## src/sv/kfc_pkg.sv

```systemverilog
package kfc_pkg;

	localparam int unsigned MAX_PAYLOAD = 100;
	localparam logic [7:0] POS_MAX = 8'd255;
	localparam logic [7:0] POS_PAYLOAD_START = 8'd2;

	typedef struct packed {
		logic       is_status;
		logic [7:0] payload_byte;
		logic [6:0] payload_index;
		logic [7:0] header_code;
		logic [6:0] payload_count;
		logic       checksum_ok;
		logic       short_frame;
	} result_t;

endpackage

```

## src/sv/kfc_frame_core.sv

```systemverilog
module kfc_frame_core (
	input  logic              clk,
	input  logic              arst_n,
	input  logic              fire,
	input  logic [7:0]        rx_byte,
	input  logic              end_of_frame,
	output logic              res_valid,
	output kfc_pkg::result_t  res
);

	logic [7:0] byte_position_q;
	logic [7:0] running_sum_q;
	logic [7:0] captured_header_q;
	logic [6:0] kept_count_q;

	logic [7:0] sum_next;
	logic [7:0] header_now;
	logic       keep_byte;

	assign sum_next   = running_sum_q + rx_byte;
	assign header_now = (byte_position_q == 8'd0) ? rx_byte : captured_header_q;
	assign keep_byte  = (byte_position_q >= kfc_pkg::POS_PAYLOAD_START) &&
		(kept_count_q < 7'(kfc_pkg::MAX_PAYLOAD));

	always_comb begin
		res = '0;
		res_valid = 1'b0;
		if (end_of_frame) begin
			res_valid         = fire;
			res.is_status     = 1'b1;
			res.header_code   = header_now;
			res.payload_count = kept_count_q;
			res.checksum_ok   = (sum_next == 8'd0);
			res.short_frame   = (byte_position_q < kfc_pkg::POS_PAYLOAD_START);
		end else if (keep_byte) begin
			res_valid         = fire;
			res.payload_byte  = rx_byte;
			res.payload_index = kept_count_q;
		end
	end

	always_ff @(posedge clk or negedge arst_n) begin
		if (!arst_n) begin
			byte_position_q   <= '0;
			running_sum_q     <= '0;
			captured_header_q <= '0;
			kept_count_q      <= '0;
		end else if (fire) begin
			if (end_of_frame) begin
				byte_position_q   <= '0;
				running_sum_q     <= '0;
				captured_header_q <= '0;
				kept_count_q      <= '0;
			end else begin
				running_sum_q     <= sum_next;
				captured_header_q <= header_now;
				if (byte_position_q != kfc_pkg::POS_MAX) begin
					byte_position_q <= byte_position_q + 8'd1;
				end
				if (keep_byte) begin
					kept_count_q <= kept_count_q + 7'd1;
				end
			end
		end
	end

`ifndef ASSERT_OFF
	a_kept_bound: assert property (@(posedge clk) disable iff (!arst_n)
		kept_count_q <= 7'(kfc_pkg::MAX_PAYLOAD))
		else $error("kept count exceeds the payload limit");

	a_clear_after_status: assert property (@(posedge clk) disable iff (!arst_n)
		(fire && end_of_frame) |=> (byte_position_q == 8'd0 && kept_count_q == 7'd0 &&
		running_sum_q == 8'd0))
		else $error("frame state not cleared after the last beat");
`endif

endmodule

```

## config.mk

```make
export PLATFORM = sky130hd
export DESIGN_NAME = kfc_frame_core
export DESIGN_NICKNAME = d
export VERILOG_FILES = /design/src/sv/kfc_pkg.sv /design/src/sv/kfc_frame_core.sv
export SDC_FILE = /design/constraint.sdc
export NUM_CORES = 1
export LEC_CHECK = 0
export ABC_AREA = 1
export BUFFER_PORTS_ARGS = -buffer_cell sky130_fd_sc_hd__buf_2
export CAP_MARGIN = 20
export CORE_ASPECT_RATIO = 0.6
export CORE_MARGIN = 3
export CORE_UTILIZATION = 40
export CTS_CLUSTER_DIAMETER = 80
export DETAILED_ROUTE_END_ITERATION = 16
export GPL_TIMING_DRIVEN = 0
export PLACE_DENSITY = 0.63
export SLEW_MARGIN = 5
export SYNTH_ARGS = -nofsm -noshare
export SYNTH_HDL_FRONTEND = slang
export SYNTH_SLANG_ARGS = --single-unit
```

## constraint.sdc

```tcl
create_clock -name clk -period 1.6 [get_ports clk]
set_input_delay 0.24 -clock clk [delete_from_list [all_inputs] [get_ports clk]]
set_output_delay 0.24 -clock clk [all_outputs]
set_load 0.03 [all_outputs]
```

# Word-level counts from Yosys, hierarchy flattened
# Cells that the tools add are included.
dict set report classes {
  reduce_logical 7
  addsub 3
  eq_ne 1
  n_mux 13
  order_cmp 3
}
# operator n
set op_table {}
lappend op_table {{$mux 8} 5}
lappend op_table {{$mux 15} 2}
lappend op_table {{$mux 17} 1}
lappend op_table {{$logic_not 8->1} 2}
lappend op_table {{$mux 7} 2}
lappend op_table {{$add 8x1->8 const B} 1}
lappend op_table {{$add 8x8->8} 1}
lappend op_table {{$ge 8x2->1 const B} 1}
lappend op_table {{$lt 8x2->1 const B} 1}
lappend op_table {{$ne 8x8->1 const B} 1}
lappend op_table {{$add 7x1->7 const B} 1}
lappend op_table {{$lt 7x7->1 const B} 1}
lappend op_table {{$reduce_and 2->1} 2}
lappend op_table {{$reduce_bool 2->1} 2}
lappend op_table {{$mux 1} 3}
lappend op_table {{$logic_and 1x1->1} 1}
dict set report word_totals {
  regBits 31
  wordCells 31
  out_inout_bits 34
  inputBits 12
}

# Longest topological paths before layout
dict set report depth {
  ltp_word 4
  ltp_mapped 10
  mapped_depth_nobuf 10
}

# Least setup slack after synthesis
# OpenSTA, ideal clock, no wires.
dict set report synth_path {
  kind {reg-to-output}
  from {reg running_sum_q[0]}
  to {out res[1] in the netlist's numbering}
  required_ns 1.360
  arrival_ns 1.844
  path_stages_with_launch 10
  setup_slack_ns -0.484
  path_cell_list {dfrtp_1 > ha_1 > fa_1 > nor2_1 > nor2_1 > nor2_1 > nand3_1 > nor2_1 > nand3_1 > nor2_1}
}
# item line
set synth_lines {}
lappend synth_lines {{from (decl)} kfc_frame_core.sv:12} ;# logic [7:0] running_sum_q;
lappend synth_lines {{from (signal assigned)} kfc_frame_core.sv:55} ;# running_sum_q <= sum_next;
lappend synth_lines {{to (decl)} kfc_frame_core.sv:8} ;# output kfc_pkg::result_t res

==> summary.md <==
| Metric | Value |
|---|---|
| Synth area leader | `dfrtp_1` |
| CP Cell Sequence | `ha_4 -> fa_2 -> inv_2 -> nand3_2 -> nor2_2 -> nand3_2 -> nor2_4 -> nand3_2 -> nor2_4 -> buf_6` |
| Rel. slew slack | `0.5108` |
| # fillers | `397` |
| Initial core utilization | `0.4347` |
| Pre-CTS worst setup slack | `-0.5727 ns` |
| Clock Latency Late Sink | `0.30 ns` |
| Clock slew at reported path FFs | `0.08 ns` |
| Worst Setup Start Kind | `flip-flop` |
| Via count | `2477` |
| Critical path fanouts, max | `2` |
| Peak VDD IR | `0.0005407 V` |
| PnR worst setup slack | `-0.7171 ns` |
| Hold Crit Class | `primary input to asynchronous set/reset pin` |
| Post-Route WL | `7341 µm` |
| Final period util | `1.448` |
| Switching part of the total power | `0.3816` |
| Final Hold Viols | `0` |
| CTS H-tree depth | `2` |
| DRT Pass-1 Iters | `6` |
| Post-synth top flop | `dfrtp_1` |
| Total GRT Usage | `0.2145` |
| Total grt overflow | `0` |
| DR DRC count | `0` |
| Die ar. | `0.006772 mm²` |
| Placed Instances | `449` |
| Clk sinks | `31` |
| Part of the power in registers | `0.263` |
| Sw power | `1.423 mW` |
| RSZ-0062 raised after global routing | `true` |
| Setup-failing EPs final | `30` |
| R2r worst-path depth | `9` |
| Diodes inserted | `0` |
| Core Area | `0.005330 mm²` |
| Row cnt | `20` |
| Final Power | `3.728 mW` |
| Syn avg cell area | `7.086 µm²` |
| CTS Buf Count | `5` |
| CTS tree | `done` |
| Slowest cell on crit path | `dfrtp_1` |
| Crit end category | `primary output` |
| Design area | `0.003822 mm²` |
| Most frequent cells after synthesis | `86 x nand2_1, 42 x inv_1, 39 x nor2_1, 33 x nand3_1, 31 x dfrtp_1` |
| Dpl cell area | `0.002791 mm²` |
| Fin Setup TNS | `-10.35 ns` |
| Cells after synthesis | `327` |
| Most Used Layer, Global Route | `met2` |
| Post-synth cell types | `31` |
| Root Driver | `clkbuf_8` |
| Iteration-0 DRC Markers | `148` |
| Initial antenna violation count | `0` |
| Die Y-Extent | `64.96 µm` |
| Register area share after synthesis | `0.3348` |
| GRT met1 Usage | `0.3115` |
| Status | `finished with violations` |
| Least-Margin Pin Slew | `0.7338 ns` |
| Via/cell ratio | `5.004` |
| Util after Layout | `0.7171` |
| Min Hold Slack | `0.004942 ns` |
| PwrDens | `975.4 mW/mm²` |
| Layout cells sized above 1 | `0.4785` |
| Max incr delay on CP | `0.41 ns` |
| Io pins | `46` |
| Hold buffers post-CTS | `0` |
| Period minus WS final | `2.317 ns` |
| First-pass GRT wire length | `11380 µm` |
| R2r startpoint | `running_sum_q[0]` |
| Syn Nets | `351` |
| Post-synth top area share | `0.3348` |
| R2R Setup Slk | `-0.18 ns` |
| Post-DP HPWL | `4679 µm` |
| Clk buf depth | `2` |
| Storage cell area | `778.2 µm²` |
| Mapped Area | `0.002317 mm²` |
| Synth area leaders | `dfrtp_1 33%, nand2_1 14%, nand3_1 7.1%` |
| Non-filler cells, final | `495` |
| Comb power frac | `0.482` |
| Clock skew | `0.01204 ns` |
| Crit path DAT | `2.08 ns` |
| Critical path class | `flip-flop to primary output` |
| ANT nets after route | `0` |
| Syn. warnings | `0` |
| Die W | `104.3 µm` |
| Count leader, synth | `nand2_1` |
| Largest net degree at the start of global routing | `32` |
| Crit path launch | `running_sum_q[0]` |
| Number of max-cap violations | `0` |
| Static leakage | `1.910 nW` |
| Clock power frac | `0.255` |
| Fraction of registers with async set/reset | `1.000` |
| I/O Buffers | `45` |
| Violated checks | `negative setup slack` |
| Routing usage on met3 | `0.04975` |
| CP dominant cell by count | `nand3_2` |
| Internal Power | `2.306 mW` |
| Yosys reg bits | `31` |
| Final #Nets | `441` |
| Fmax | `431.6 MHz` |
| Final GP Congestion | `0.8679` |
| WL/cell | `14.83 µm` |
| Final Max Slew Viols | `0` |
| Multi-input gate area | `0.001785 mm²` |
| RR Endpoint | `running_sum_q[4]` |
| Syn-to-layout area delta | `64.96%` |
| Critical Path RT | `1.36 ns` |
| CP endpoint | `res[1]` |
| EDFF count, synth | `0` |
| Met2 usage | `0.3175` |
| Vias in the first global route | `2274` |
worst max-delay path, delay by kind of cell (launching register included):
kind	cells	cell delay, ns
AND/OR/NAND/NOR	6	0.58
adder cells (fa/ha/maj)	2	0.58
buffers and inverters	2	0.21
flip-flops	1	0.41
what timing repair did:
action                                  in CTS  in global routing
cloned                                       2                  1
pin swaps                                   16                 15
setup buffers                               21                 14
gates resized for setup                    120                 33
endpoints found under the setup margin      30                 42
layer usage:
layer,wire length [µm],vias up
met3,420,8
met1,3691,1168
met5,0,-
met4,68,0
met2,3161,77
li1,-,1224
worst min path at each step:
stage            from                    to  slack (ns)
2_1_floorplan  arst_n    byte_position_q[0]       -0.06
3_3_place_gp   arst_n      running_sum_q[5]        0.34
3_5_place_dp   arst_n      running_sum_q[5]        0.34
4_1_cts        arst_n  captured_header_q[7]        0.03
5_1_grt        arst_n    byte_position_q[7]        0.05
6_report       arst_n    byte_position_q[7]       0.005
flip-flops by register name, summed over array words and instances (netlist names):
| name | flops |
|---|---|
| captured_header_q | 8 |
| kept_count_q | 7 |
| byte_position_q | 8 |
| running_sum_q | 8 |
area by class of cell:
class | count | area share
Buffer | 10 | 0.02357
Sequential cell | 31 | 0.2036
Clock inverter | 2 | 0.01571
Inverter | 47 | 0.04648
Tap cell | 77 | 0.02520
Clock buffer | 6 | 0.01899
Multi-Input combinational cell | 239 | 0.4671
Timing Repair Buffer | 83 | 0.1993
placed cells by master (no fill, tap or decap), drive strengths merged:
| master | instances |
|---|---|
| nand4 | 6 |
| a22o | 2 |
| a21o | 2 |
| ha | 11 |
| inv | 46 |
| nand2 | 93 |
| xor2 | 4 |
| a21oi | 4 |
| clkinv | 1 |
| dfrtp | 31 |
| fa | 1 |
| nor3b | 1 |
| clkbuf | 10 |
| nor2 | 43 |
| nand3b | 1 |
| o21ai | 32 |
| or2 | 2 |
| nor3 | 2 |
| bufinv | 2 |
| nand3 | 35 |
| buf | 89 |
power by group through the flow:
stage / sequential (mW) / clock (mW) / combinational (mW)
final: 0.979 / 0.950 / 1.80
after detailed placement: 0.977 / 0 / 1.11
after CTS: 0.969 / 0.953 / 1.57
after floorplan: 0.956 / 0 / 0.862
after global routing: 0.989 / 0.992 / 1.93
after global placement: 0.973 / 0 / 1.10
cells by family after synthesis:
logic type,count (synthesis),synth area share
and+or+nand+nor,183,0.3575
buffers and inverters,57,0.1069
AOI/OAI and AO/OA,40,0.1177
DFF,31,0.3348
adders and majority gates,12,0.06803
xor gates and xnor gates,4,0.01512
No activity file was read; power rests on OpenSTA's default activity.
